File: config.mk
export PLATFORM = sky130hd
export DESIGN_NAME = cpid_ctrl
export DESIGN_NICKNAME = d
export VERILOG_FILES = /design/src/rtl/cpid_pkg.sv /design/src/rtl/cpid_ctrl.sv
export SDC_FILE = /design/constraint.sdc
export NUM_CORES = 1
export LEC_CHECK = 0
export ABC_AREA = 1
export ABC_CLOCK_PERIOD_IN_PS = 1650
export BUFFER_PORTS_ARGS = -buffer_cell sky130_fd_sc_hd__buf_2
export CAP_MARGIN = 20
export CORE_AREA = 5 5 42 44
export CTS_CLUSTER_DIAMETER = 100
export DETAILED_ROUTE_END_ITERATION = 7
export DIE_AREA = 0 0 47 49
export HOLD_SLACK_MARGIN = 0.1
export PLACE_DENSITY = 0.71
export SLEW_MARGIN = 10
export SYNTH_ARGS = -nofsm -noshare
export SYNTH_HDL_FRONTEND = slang
export SYNTH_SLANG_ARGS = --single-unit
File: constraint.sdc
create_clock -name clk_i -period 1.65 [get_ports clk_i]
set_clock_uncertainty 0.15 [all_clocks]
set_input_delay 0.165 -clock clk_i [delete_from_list [all_inputs] [get_ports clk_i]]
set_output_delay 0.165 -clock clk_i [all_outputs]
set_load 0.1 [all_outputs]
File: src/rtl/cpid_pkg.sv
// Shared types, constants and helpers for the cooler PID regulator.
package cpid_pkg;

  // Field widths
  localparam int TIME_W     = 32;
  localparam int TEMP_W     = 16;
  localparam int GAIN_FRAC  = 8;
  localparam int INTEG_W    = 40;
  localparam int PWM_W      = 8;

  // Shared multiplier and divider widths
  localparam int MUL_A_W    = 41;
  localparam int MUL_B_W    = 19;
  localparam int PROD_W     = 60;
  localparam int DIV_N_W    = 36;
  localparam int DIV_D_W    = 32;

  // Parameter defaults
  localparam int DEF_HISTORY_DEPTH   = 8;
  localparam int DEF_MAX_RAMP_POINTS = 512;
  localparam int DEF_TEMP_FRAC       = 8;

  // Configuration port
  localparam int CFG_IDX_W  = 3;
  localparam int CFG_DATA_W = 18;

  localparam logic [CFG_IDX_W-1:0] REG_KP   = 3'd0;
  localparam logic [CFG_IDX_W-1:0] REG_KI   = 3'd1;
  localparam logic [CFG_IDX_W-1:0] REG_KD   = 3'd2;
  localparam logic [CFG_IDX_W-1:0] REG_KFF  = 3'd3;
  localparam logic [CFG_IDX_W-1:0] REG_AOFF = 3'd4;
  localparam logic [CFG_IDX_W-1:0] REG_TRIG = 3'd5;
  localparam logic [CFG_IDX_W-1:0] REG_STEP = 3'd6;
  localparam logic [CFG_IDX_W-1:0] REG_PPD  = 3'd7;

  // Register reset values
  localparam logic [15:0] KP_RST   = 16'd3840;
  localparam logic [15:0] KI_RST   = 16'd256;
  localparam logic [17:0] KD_RST   = 18'd102400;
  localparam logic [15:0] KFF_RST  = 16'd1460;
  localparam logic [15:0] AOFF_RST = 16'd768;
  localparam logic [15:0] TRIG_RST = 16'd1024;
  localparam logic [7:0]  STEP_RST = 8'd16;
  localparam logic [15:0] PPD_RST  = 16'd480;

  // Integral saturation bounds
  localparam logic signed [PROD_W-1:0] INTEG_MAX = (60'sd1 <<< (INTEG_W - 1)) - 60'sd1;
  localparam logic signed [PROD_W-1:0] INTEG_MIN = -(60'sd1 <<< (INTEG_W - 1));
  localparam logic signed [PROD_W-1:0] PWM_MAX   = 60'sd255;

  // Datapath step codes
  typedef enum logic [4:0] {
    OP_IDLE, OP_PREP, OP_PTSMUL, OP_PTS, OP_RDIV, OP_SETPT, OP_FFMUL, OP_FF,
    OP_RD2, OP_DMUL, OP_DCHK, OP_DDIV, OP_IMUL, OP_ISUM, OP_PMUL, OP_PACC,
    OP_IACC, OP_CMD, OP_OUT
  } op_e;

  typedef struct packed {
    op_e  op;
    logic load;       // input item taken this cycle
    logic div_start;  // launch the shared divider
    logic load_out;   // move the result into the output register
  } cmd_t;

  typedef struct packed {
    logic need_ramp;
    logic slope_ok;
    logic div_done;
  } status_t;

  // Arithmetic shift right rounding toward zero
  function automatic logic signed [PROD_W-1:0] shr_tz(input logic signed [PROD_W-1:0] x,
                                                      input int s);
    logic signed [PROD_W-1:0] nx;
    nx = -x;
    if (x[PROD_W-1]) begin
      shr_tz = -(nx >>> s);
    end else begin
      shr_tz = x >>> s;
    end
  endfunction

endpackage

File: src/rtl/cpid_ctrl.sv
// Controller: sequences the datapath steps and runs both stream handshakes.
module cpid_ctrl (
  input  logic              clk_i,
  input  logic              rst_ni,
  input  logic              in_valid_i,
  output logic              in_ready_o,
  output logic              out_valid_o,
  input  logic              out_ready_i,
  input  cpid_pkg::status_t status_i,
  output cpid_pkg::cmd_t    cmd_o
);

  typedef enum logic [4:0] {
    ST_IDLE, ST_PREP, ST_PTSMUL, ST_PTS, ST_RDIV, ST_SETPT, ST_FFMUL, ST_FF,
    ST_RD2, ST_DMUL, ST_DCHK, ST_DDIV, ST_IMUL, ST_ISUM, ST_PMUL, ST_PACC,
    ST_IACC, ST_CMD, ST_OUT
  } state_e;

  state_e state_q;
  logic   out_valid_q;
  logic   load_out;

  assign in_ready_o = (state_q == ST_IDLE);
  assign load_out   = (state_q == ST_OUT) && (!out_valid_q || out_ready_i);

  // Step code and control strobes for the datapath
  always_comb begin
    case (state_q)
      ST_IDLE:   cmd_o.op = cpid_pkg::OP_IDLE;
      ST_PREP:   cmd_o.op = cpid_pkg::OP_PREP;
      ST_PTSMUL: cmd_o.op = cpid_pkg::OP_PTSMUL;
      ST_PTS:    cmd_o.op = cpid_pkg::OP_PTS;
      ST_RDIV:   cmd_o.op = cpid_pkg::OP_RDIV;
      ST_SETPT:  cmd_o.op = cpid_pkg::OP_SETPT;
      ST_FFMUL:  cmd_o.op = cpid_pkg::OP_FFMUL;
      ST_FF:     cmd_o.op = cpid_pkg::OP_FF;
      ST_RD2:    cmd_o.op = cpid_pkg::OP_RD2;
      ST_DMUL:   cmd_o.op = cpid_pkg::OP_DMUL;
      ST_DCHK:   cmd_o.op = cpid_pkg::OP_DCHK;
      ST_DDIV:   cmd_o.op = cpid_pkg::OP_DDIV;
      ST_IMUL:   cmd_o.op = cpid_pkg::OP_IMUL;
      ST_ISUM:   cmd_o.op = cpid_pkg::OP_ISUM;
      ST_PMUL:   cmd_o.op = cpid_pkg::OP_PMUL;
      ST_PACC:   cmd_o.op = cpid_pkg::OP_PACC;
      ST_IACC:   cmd_o.op = cpid_pkg::OP_IACC;
      ST_CMD:    cmd_o.op = cpid_pkg::OP_CMD;
      ST_OUT:    cmd_o.op = cpid_pkg::OP_OUT;
      default:   cmd_o.op = cpid_pkg::OP_IDLE;
    endcase
    cmd_o.load      = (state_q == ST_IDLE) && in_valid_i;
    cmd_o.div_start = ((state_q == ST_PTS) && status_i.need_ramp) ||
                      ((state_q == ST_DCHK) && status_i.slope_ok);
    cmd_o.load_out  = load_out;
  end

  // State register and output valid
  always_ff @(posedge clk_i or negedge rst_ni) begin
    if (!rst_ni) begin
      state_q     <= ST_IDLE;
      out_valid_q <= 1'b0;
    end else begin
      if (load_out) begin
        out_valid_q <= 1'b1;
      end else if (out_ready_i) begin
        out_valid_q <= 1'b0;
      end
      case (state_q)
        ST_IDLE:   if (in_valid_i) state_q <= ST_PREP;
        ST_PREP:   state_q <= ST_PTSMUL;
        ST_PTSMUL: state_q <= ST_PTS;
        ST_PTS:    state_q <= status_i.need_ramp ? ST_RDIV : ST_SETPT;
        ST_RDIV:   if (status_i.div_done) state_q <= ST_SETPT;
        ST_SETPT:  state_q <= ST_FFMUL;
        ST_FFMUL:  state_q <= ST_FF;
        ST_FF:     state_q <= ST_RD2;
        ST_RD2:    state_q <= ST_DMUL;
        ST_DMUL:   state_q <= ST_DCHK;
        ST_DCHK:   state_q <= status_i.slope_ok ? ST_DDIV : ST_IMUL;
        ST_DDIV:   if (status_i.div_done) state_q <= ST_IMUL;
        ST_IMUL:   state_q <= ST_ISUM;
        ST_ISUM:   state_q <= ST_PMUL;
        ST_PMUL:   state_q <= ST_PACC;
        ST_PACC:   state_q <= ST_IACC;
        ST_IACC:   state_q <= ST_CMD;
        ST_CMD:    state_q <= ST_OUT;
        ST_OUT:    if (load_out) state_q <= ST_IDLE;
        default:   state_q <= ST_IDLE;
      endcase
    end
  end

  assign out_valid_o = out_valid_q;

endmodule

Word level (Yosys, flattened, before mapping)
Memory sizes are Yosys's and may differ from the RTL's.
Cells that the tools add are included.

storage, ports and cells
  flip-flop bits (word level) = 6
  memory bits (read-only) = 160
  bits of input ports = 7
  memories = 1

memory list
  name              words  bits a word  rd ports  clocked after Yosys merged registers in  write ports  line             text
  (name not given)  32     5            1         0                                        0            cpid_ctrl.sv:28  case (state_q)

cells by class
  eq/ne operators = 22
  multiplexer cells = 9
  reduce and logical (&&, ||, !) cells = 10

operators with widths
  operator                                             number
  one-hot mux 5 bit (19 select lines)                  1
  equality test 5 x 4 -> 1 bit, second input constant  8
  equality test 5 x 3 -> 1 bit, second input constant  4
  2-to-1 mux 5 bit                                     4
  equality test 5 bit, second input constant           3
  equality test 5 x 2 -> 1 bit, second input constant  2
  inequality test 2 bit, second input constant         4
  equality test 5 x 1 -> 1 bit, second input constant  1
  zero test 5 bit                                      1
  logical AND 1 bit                                    4
  AND reduction 4 bit                                  1
  2-to-1 mux 1 bit                                     3
  2-to-1 mux 3 bit                                     1
  logical OR 1 bit                                     2
  nonzero test 2 bit                                   1
  zero test 1 bit                                      1

Logic depth before layout (Yosys ltp)
Gate-level depths: netlist of run 1.

  depth after elaboration = 5
  depth in mapped cells = 11
  gate-level depth less buffers = 10

Worst setup path before layout of run 1
OpenSTA, ideal clock, no wires.

  path type = register -> output
  from = register state_q[1]
  to = output port cmd_o[2] in the netlist's numbering
  arrival = 2.794 ns
  data required time = 1.335 ns
  slack = -1.459 ns
  stages on the path, launching flop included = 5
  path buffers = 1
  cell sequence = dfrtp_1 buf_2 nor2_2 nand2_2 nor3_1

RTL lines
  item                    line             text
  start, declared         cpid_ctrl.sv:19  state_e state_q;
  start signal, assigned  cpid_ctrl.sv:71  ST_PTS: state_q <= status_i.need_ramp ? ST_RDIV : ST_SETPT;
  start signal, assigned  cpid_ctrl.sv:78  ST_DCHK: state_q <= status_i.slope_ok ? ST_DDIV : ST_IMUL;
  end, declared           cpid_ctrl.sv:10  output cpid_pkg::cmd_t cmd_o

==> flow_metrics.py, run 1 <==
metrics = {
    "detailed_routing": {
        "drc": 0,
        "wl_per_cell_um": 14.12,
        "drt-total-wl_um": 2174,
        "vias": 827,
        "ant_nets": 0,
        "drt_iter0_drc": 48,
        "drt-vias-per-instance": 5.370,
        "drtPass1Iterations": 4,
    },
    "cells_and_area": {
        "n_antenna_cell": 0,
        "fillerInstances": 93,
        "drive_gt1_frac": 0.5290,
        "area_delta_synth_final_pct": 77.41,
        "final_core_util": 0.7714,
        "multi_input_area_um2": 459.2,
        "fin_cells": 154,
        "regArea_um2": 156.4,
        "nets": 146,
    },
    "placed_design": {
        "numPortBuffers": 16,
        "dp.cells": 137,
        "dp_hpwl_um": 1361,
        "gp_congestion": 0.9274,
    },
    "clock_tree": {
        "cts_root_buffer": "clkbuf_4",
        "htreeDepth": 1,
        "clk_latency_ns": 0.24,
        "cts_buffers": 3,
        "cts_buffer_depth": 2,
        "clock_sinks": 6,
        "cts_tree": "built",
        "clk_pin_slew_ns": 0.05,
    },
    "sta": {
        "finalSetupViolCount": 6,
        "hold_viol_final": 0,
        "fin_ws_ns": -0.09927,
        "rsz0062_at_grt": "yes",
        "worst_pin_slew_ns": 0.4856,
        "fin_crit_ns": 1.749,
        "fmax_mhz": 571.7,
        "relSlewSlack": 0.6785,
        "period_share": 1.060,
        "slew_viol_final": 0,
        "fin_hold_ws_ns": 0.1258,
        "fin_setup_tns_ns": -0.3771,
    },
    "setup_path": {
        "cp.arrival_ns": 1.43,
        "required_ns": 1.33,
        "criticalPathCategory": "register to output pin",
        "cp-start-kind": "register",
        "rrSetupSlack_ns": 0.01,
        "critPathMaxFanout": 3,
        "cp-end-kind": "output pin",
    },
    "floorplan": {
        "die_x_um": 47,
        "ioPinCount": 17,
        "die_h_um": 49,
        "dieArea_mm2": 0.002303,
        "start_util": 0.4348,
        "core_mm2": 0.001401,
        "placementRows": 14,
    },
    "yosys": {
        "synth_most_common_cell": "nand2_1",
        "synth_common_cells": "31 x nand2_1, 17 x nor2_1, 8 x inv_2, 8 x nand3_1",
        "synth-edff-count": 0,
        "syn_nets": 111,
        "synth_area_leader_cell": "dfrtp_1",
        "synth_area_um2": 609.3,
        "syn_area_per_cell_um2": 5.859,
        "yosys_register_bits": 6,
        "ys.flop_type": "dfrtp_1",
        "synth_top_area_share": 0.2464,
        "ys_types": 19,
        "ys_top_cells_by_area": "dfrtp_1 25%, nand2_1 19%, nor2_1 10%",
        "ys_seq_area_frac": 0.2464,
        "syn_inst": 104,
        "yosys_warnings": 0,
        "async_flop_share": 1.000,
    },
    "grt": {
        "grt.total_usage": 0.1798,
        "grt_pass1_vias": 757,
        "grt_pass1_wl_um": 3063,
        "grt_max_degree": 11,
        "grt_antenna_before_repair": 0,
        "overflow": 0,
    },
    "min_path": {
        "hp-class": "input port to asynchronous set/reset pin",
    },
    "status": {
        "status": "finished with violations",
        "violations": "setup timing",
    },
    "job": {
        "cap_violations": 0,
    },
}
-- worst max-delay path: stages (launching register included) --
cell	delay, ns
dfrtp_1	0.41
inv_2	0.11
nand2_1	0.11
nor2_1	0.17
nand3_1	0.11
nand2_2	0.10
buf_12	0.17
-- per-layer routing --
| metal | wire length, um | GRT usage |
|---|---|---|
| met2 | 1154 | 0.3122 |
| met5 | 0 | 0 |
| met4 | 68 | 0.05069 |
| met1 | 779 | 0.2031 |
| met3 | 172 | 0.05166 |
-- path summary, 6_finish.rpt --
check / endpoint / startpoint / cells after the start
worst max-delay path: cmd_o[1] / state_q[4] / 6
worst min-delay path: state_q[1] / rst_ni / 2
worst max register to register: state_q[0] / state_q[1] / 10
worst min register to register: out_valid_o / out_valid_o / 2
max in group asynchronous: state_q[0] / rst_ni / 2
min in group clk_i: state_q[1] / status_i[1] / 5
-- layout make-up --
cell class / instances / share of cell area
multi-input combinational: 78 / 0.4248
timing repair buffer: 34 / 0.3322
sequential: 6 / 0.1447
inverter: 16 / 0.05556
clock buffer: 4 / 0.02431
tap: 16 / 0.01852
-- flip-flops by register name (all words and copies together), names as in the netlist --
register and cells:
state_q 5, out_valid_o 1
-- per-stage QoR --
step	instance area, um2	setup slack [ns]
floorplan	666.9	-0.4484
global placement	908.4	0.08108
detailed placement	908.4	0.04462
CTS	1001	-0.1089
global route	1081	-0.1648
finish	1081	-0.09927
-- logic make-up after synthesis --
logic type	count (synthesis)	share of synthesized area
AOI/OAI and AO/OA	6	0.06364
and+or+nand+nor	72	0.5503
DFF	6	0.2464
buffers and inverters	20	0.1396
-- cells in the final DEF, fill, tap and decap left out --
master / instances
nor2_4: 8
dlygate4sd3_1: 2
clkinv_1: 1
buf_2: 7
dfrtp_2: 5
buf_6: 1
o211ai_1: 2
clkbuf_4: 3
o21ai_0: 2
buf_4: 15
dfrtp_1: 1
nand2_2: 7
nand4_1: 1
nand2_4: 2
inv_1: 5
o2111ai_1: 1
clkbuf_1: 1
nand2_1: 26
nand3_1: 8
nor3_4: 1
nand3_2: 3
a21oi_4: 1
inv_2: 10
nor2_2: 1
buf_12: 9
nor2_1: 15
-- repair_timing --
item,4_1_cts,5_1_grt
setup endpoints to repair,7,11
pin swaps,0,3
gates resized for setup,4,12
hold buffers,2,0
hold endpoints to repair,7,0
buffers inserted,5,6
Power of run 1 is not shown: default switching activity piles up to over one toggle a cycle in this logic, so the estimate is an artifact.
==> run 2: changes to the inputs <==
Settings changed: BUFFER_PORTS_ARGS -buffer_cell sky130_fd_sc_hd__buf_2 to unset, DONT_BUFFER_PORTS set to 1, PLACE_DENSITY 0.71 to unset.
==> run 2 against run 1 <==
The flow still finishes with violations (setup timing). Cell count increased by 1.3%. Global-route usage increased by 0.42 points. Via count is 2.1% higher. Sequential share of layout area fell by 0.86 points. Critical path depth is the same. Final area increased by 5.4%. Routed wire length decreased by 1.2%. Core utilization rose by 4.2 points. Die area did not move. Largest cell class unchanged. Register-to-register slack about the same. Clock-buffer cell count unchanged.
==> flow_metrics.py, run 2 (synthesis gave the netlist of run 1 again) <==
metrics = {
    "status": {
        "status": "finished with violations",
        "violations": "setup timing",
    },
    "setup_path": {
        "r2r_start": "state_q[3]",
        "cp-start-kind": "register",
        "required_ns": 1.33,
        "cp.arrival_ns": 1.51,
        "rrSetupSlack_ns": 0,
        "critPathMaxFanout": 4,
        "rr_endpoint": "state_q[2]",
        "criticalPathCategory": "register to output pin",
        "cp-end-kind": "output pin",
        "reg2regPathDepth": 10,
    },
    "cells_and_area": {
        "drive_gt1_frac": 0.5429,
        "final_area_mm2": 0.001140,
        "largest_register_ffs": 5,
        "mostFrequentLayoutCell": "nand2_1",
        "nets": 148,
        "area_delta_synth_final_pct": 87.06,
        "n_antenna_cell": 0,
        "fillerInstances": 88,
        "final_cell_mix": "25 x nand2_1, 20 x buf_4, 10 x nor2_1",
        "regMostFlops": "state_q",
    },
    "floorplan": {
        "die_h_um": 49,
        "placementRows": 14,
        "die_x_um": 47,
        "ioPinCount": 17,
        "dieArea_mm2": 0.002303,
        "core_mm2": 0.001401,
        "start_util": 0.4348,
    },
    "sta": {
        "fin_ws_ns": -0.1760,
        "worst_pin_slew_ns": 0.2860,
        "slew_viol_final": 0,
        "finalSetupViolCount": 7,
        "fmax_mhz": 547.6,
        "hold_viol_final": 0,
        "fin_crit_ns": 1.826,
        "fin_setup_tns_ns": -0.5817,
        "rsz0062_at_grt": "yes",
        "period_share": 1.107,
        "relSlewSlack": 0.8087,
    },
    "placed_design": {
        "placed_cell_area_um2": 868.3,
        "dp_slack_ns": 0.06863,
        "gp_congestion": 0.9161,
        "numPortBuffers": 0,
        "dp_hpwl_um": 1376,
    },
    "detailed_routing": {
        "drt_iter0_drc": 27,
        "wl_per_cell_um": 13.77,
        "ant_nets": 0,
        "drtPass1Iterations": 4,
        "drt-total-wl_um": 2148,
        "drt-vias-per-instance": 5.410,
        "drc": 0,
        "vias": 844,
    },
    "clock_tree": {
        "clk_latency_ns": 0.24,
        "cts_buffer_depth": 2,
        "cts_root_buffer": "clkbuf_4",
        "cts_buffers": 3,
        "clock_sinks": 6,
        "clk_pin_slew_ns": 0.05,
        "cts_tree": "built",
        "htreeDepth": 1,
    },
    "job": {
        "cap_violations": 0,
    },
    "grt": {
        "grt_antenna_before_repair": 0,
        "grt_pass1_vias": 774,
        "grt_pass1_wl_um": 3187,
        "grt_max_degree": 11,
        "grt.total_usage": 0.1840,
        "overflow": 0,
    },
    "min_path": {
        "hp-class": "input port to register",
        "hold_end": "state_q[2]",
        "holdCritStartpoint": "in_valid_i",
        "whs_path_depth": 5,
    },
}
[run 2: critical path, cell delays in order (launching register included)]
cell and delay, ns:
dfrtp_2 0.46, nor2_4 0.18, nand3_2 0.12, nor2_2 0.15, inv_2 0.07, nor2_4 0.12
buf_12 0.18
[run 2: worst max-delay path by stage]
stage	startpoint	endpoint	slack, ns
detailed placement	state_q[1]	cmd_o[1]	0.07
floorplan	state_q[4]	cmd_o[5]	-0.45
finish	state_q[3]	cmd_o[0]	-0.18
CTS	state_q[2]	cmd_o[0]	-0.12
global placement	state_q[1]	cmd_o[1]	0.08
global route	state_q[3]	cmd_o[0]	-0.27
[run 2: layout make-up]
class,count,area [um2],share of cell area
multi-input combinational,78,471.7,0.4138
sequential,6,155.1,0.1361
clock buffer,4,26.28,0.02305
timing repair buffer,36,401.6,0.3524
inverter,16,65.06,0.05708
tap,16,20.02,0.01756
[run 2: what timing repair did]
item,4_1_cts,5_1_grt
setup endpoints to repair,6,11
gates resized for setup,8,13
buffers inserted,9,8
hold endpoints to repair,11,0
hold buffers,6,0
pin swaps,4,9
[run 2: through the flow]
stage	utilization	hold slack [ns]	cells
3_3_place_gp	0.6196	-0.2805	130
4_1_cts	0.7455	0.1929	149
6_report	0.8134	0.1965	156
5_1_grt	0.8134	0.2263	156
3_5_place_dp	0.6196	-0.2805	130
2_1_floorplan	-	-0.2806	104
[run 2: metal layers]
metal	routed length, um	vias to the layer above	global-route usage
met5	0	-	0
met4	60	0	0.06452
met3	182	7	0.04797
met2	1107	50	0.3009
met1	797	396	0.2232
li1	-	391	-
Power of run 2 is left out for the same reason.
==> run 3: changes to the inputs <==
Settings changed: BUFFER_PORTS_ARGS set to -buffer_cell sky130_fd_sc_hd__clkbuf_2, CTS_BUF_LIST set to sky130_fd_sc_hd__clkbuf_16, DONT_BUFFER_PORTS 1 to unset, PLACE_DENSITY set to 0.71.
==> run 3 against run 2 <==
The flow still finishes with violations (setup timing). Sequential share of layout area is 0.91 points lower. Via count rose by 4.4%. Routed wire length is 19% higher. Global-route usage up 2.5 points. Final area grew 8.0%. Register-to-register slack is essentially flat. Maximum frequency increased by 5.2%. Critical path depth did not move. Critical endpoint unchanged. Largest cell class unchanged. Highest routed layer unchanged.
==> flow_metrics.py, run 3 (synthesis gave the netlist of run 1 again) <==
metrics = {
    "setup_path": {
        "cp-end-kind": "output pin",
        "cp-start-kind": "register",
        "critPathMaxFanout": 3,
        "cp.arrival_ns": 1.42,
        "required_ns": 1.33,
        "criticalPathCategory": "register to output pin",
    },
    "clock_tree": {
        "clk_pin_slew_ns": 0.04,
        "cts_buffer_depth": 2,
        "clk_latency_ns": 0.23,
        "clock_sinks": 6,
        "cts_tree": "built",
        "htreeDepth": 1,
        "cts_buffers": 3,
        "cts_root_buffer": "clkbuf_16",
    },
    "cells_and_area": {
        "largest_register_ffs": 5,
        "final_area_mm2": 0.001231,
        "fillerInstances": 67,
        "nets": 154,
        "final_core_util": 0.8786,
        "regMostFlops": "state_q",
        "area_delta_synth_final_pct": 102.1,
        "final_cell_mix": "23 x nand2_1, 22 x buf_4, 11 x nand2_2",
        "mostFrequentLayoutCell": "nand2_1",
        "drive_gt1_frac": 0.6096,
        "n_antenna_cell": 0,
    },
    "sta": {
        "hold_viol_final": 0,
        "relSlewSlack": 0.6426,
        "worst_pin_slew_ns": 0.5384,
        "fmax_mhz": 576.0,
        "period_share": 1.052,
        "fin_crit_ns": 1.736,
        "rsz0062_at_grt": "yes",
        "slew_viol_final": 0,
        "fin_ws_ns": -0.08624,
        "finalSetupViolCount": 7,
    },
    "job": {
        "cap_violations": 0,
    },
    "pwr": {
        "clockPowerShare": 0.134,
        "switching_power_mw": 1.659,
        "ir_worst_vdd_mv": 2.177,
        "p_per_area_mw_per_mm2": 2508,
        "intPower_mw": 1.429,
        "seq_power_share": 0.107,
        "switching_share": 0.5372,
        "power.leakage_nw": 0.6110,
        "power_frac_comb": 0.759,
    },
    "floorplan": {
        "placementRows": 14,
        "dieArea_mm2": 0.002303,
        "die_x_um": 47,
        "start_util": 0.4348,
        "core_mm2": 0.001401,
        "die_h_um": 49,
        "ioPinCount": 17,
    },
    "grt": {
        "grt.total_usage": 0.2089,
        "grt_pass1_vias": 781,
        "grt_pass1_wl_um": 3484,
        "grt_max_degree": 11,
        "overflow": 0,
        "grt_antenna_before_repair": 0,
    },
    "placed_design": {
        "dp_slack_ns": 0.06918,
        "placed_cell_area_um2": 915.9,
        "gp_congestion": 0.9227,
        "numPortBuffers": 16,
        "dp_hpwl_um": 1427,
    },
    "detailed_routing": {
        "wl_per_cell_um": 15.82,
        "vias": 881,
        "ant_nets": 0,
        "drtPass1Iterations": 4,
        "drt_iter0_drc": 39,
        "drt-total-wl_um": 2563,
        "drt-vias-per-instance": 5.438,
        "drc": 0,
    },
    "status": {
        "violations": "setup timing",
        "status": "finished with violations",
    },
    "min_path": {
        "hp-class": "input port to asynchronous set/reset pin",
    },
}
[run 3: changes by cell type in the layout (fill, tap and decap cells not counted), moves of 2 or more]
cell,previous run,this run
buf_4,20,22
clkbuf_16,0,3
clkbuf_2,0,7
clkbuf_4,3,0
dlygate4sd3_1,6,2
nand2_1,25,23
nand2_2,7,11
nand2_4,3,1
[run 3: worst max-delay path: stages, from the launching register on]
cell	delay, ns
dfrtp_2	0.45
nor2_4	0.15
nand3_2	0.11
nor2_4	0.11
inv_2	0.06
nor2_4	0.12
buf_12	0.18
[run 3: power by group through the flow]
stage	Combinational [mW]	Sequential, mW	Clock, mW
2_1_floorplan	1.32	0.291	0
3_3_place_gp	1.82	0.332	0
3_5_place_dp	1.85	0.337	0
4_1_cts	2.02	0.320	0.407
5_1_grt	2.46	0.334	0.435
6_report	2.34	0.331	0.414
[run 3: per-stage QoR]
stage	cells	setup TNS, ns	power (mW)	hold slack, ns
global placement	138	0	2.157	-0.1562
detailed placement	138	0	2.186	-0.1519
floorplan	104	-1.779	1.612	-0.2806
CTS	153	-0.1963	2.743	0.1540
finish	162	-0.3360	3.087	0.1437
global route	162	-0.7776	3.229	0.1622
[run 3: path summary, 6_finish.rpt]
kind / startpoint / cells past startpoint / end / slack, ns
max: state_q[2] / 6 / cmd_o[0] / -0.09
min: rst_ni / 2 / state_q[4] / 0.14
max reg2reg: state_q[2] / 10 / state_q[0] / 0
min reg2reg: out_valid_o / 2 / out_valid_o / 0.47
max in group asynchronous: rst_ni / 2 / state_q[0] / 1.03
min in group clk_i: status_i[1] / 6 / state_q[2] / 0.19
[run 3: metal layers]
| metal | global-route usage | share of wire |
|---|---|---|
| met5 | 0 | 0 |
| met4 | 0.07834 | 0.057 |
| met3 | 0.06642 | 0.082 |
| met2 | 0.3303 | 0.48 |
| met1 | 0.2550 | 0.39 |
[run 3: layout make-up]
class	count	area (um2)	share of cell area
clock buffer	3	75.07	0.06098
multi-input combinational	78	481.7	0.3913
tap	16	20.02	0.01626
sequential	6	156.4	0.1270
timing repair buffer	42	431.7	0.3506
inverter	16	62.56	0.05081
clock inverter	1	3.754	0.003049
[run 3: timing repair]
item,CTS,global route
endpoints found under the setup margin,6,10
hold buffers,2,0
gates resized for setup,6,17
setup buffers,9,9
pin swaps,2,7
endpoints found under the hold margin,7,0
(Power assumes the default switching activity.)
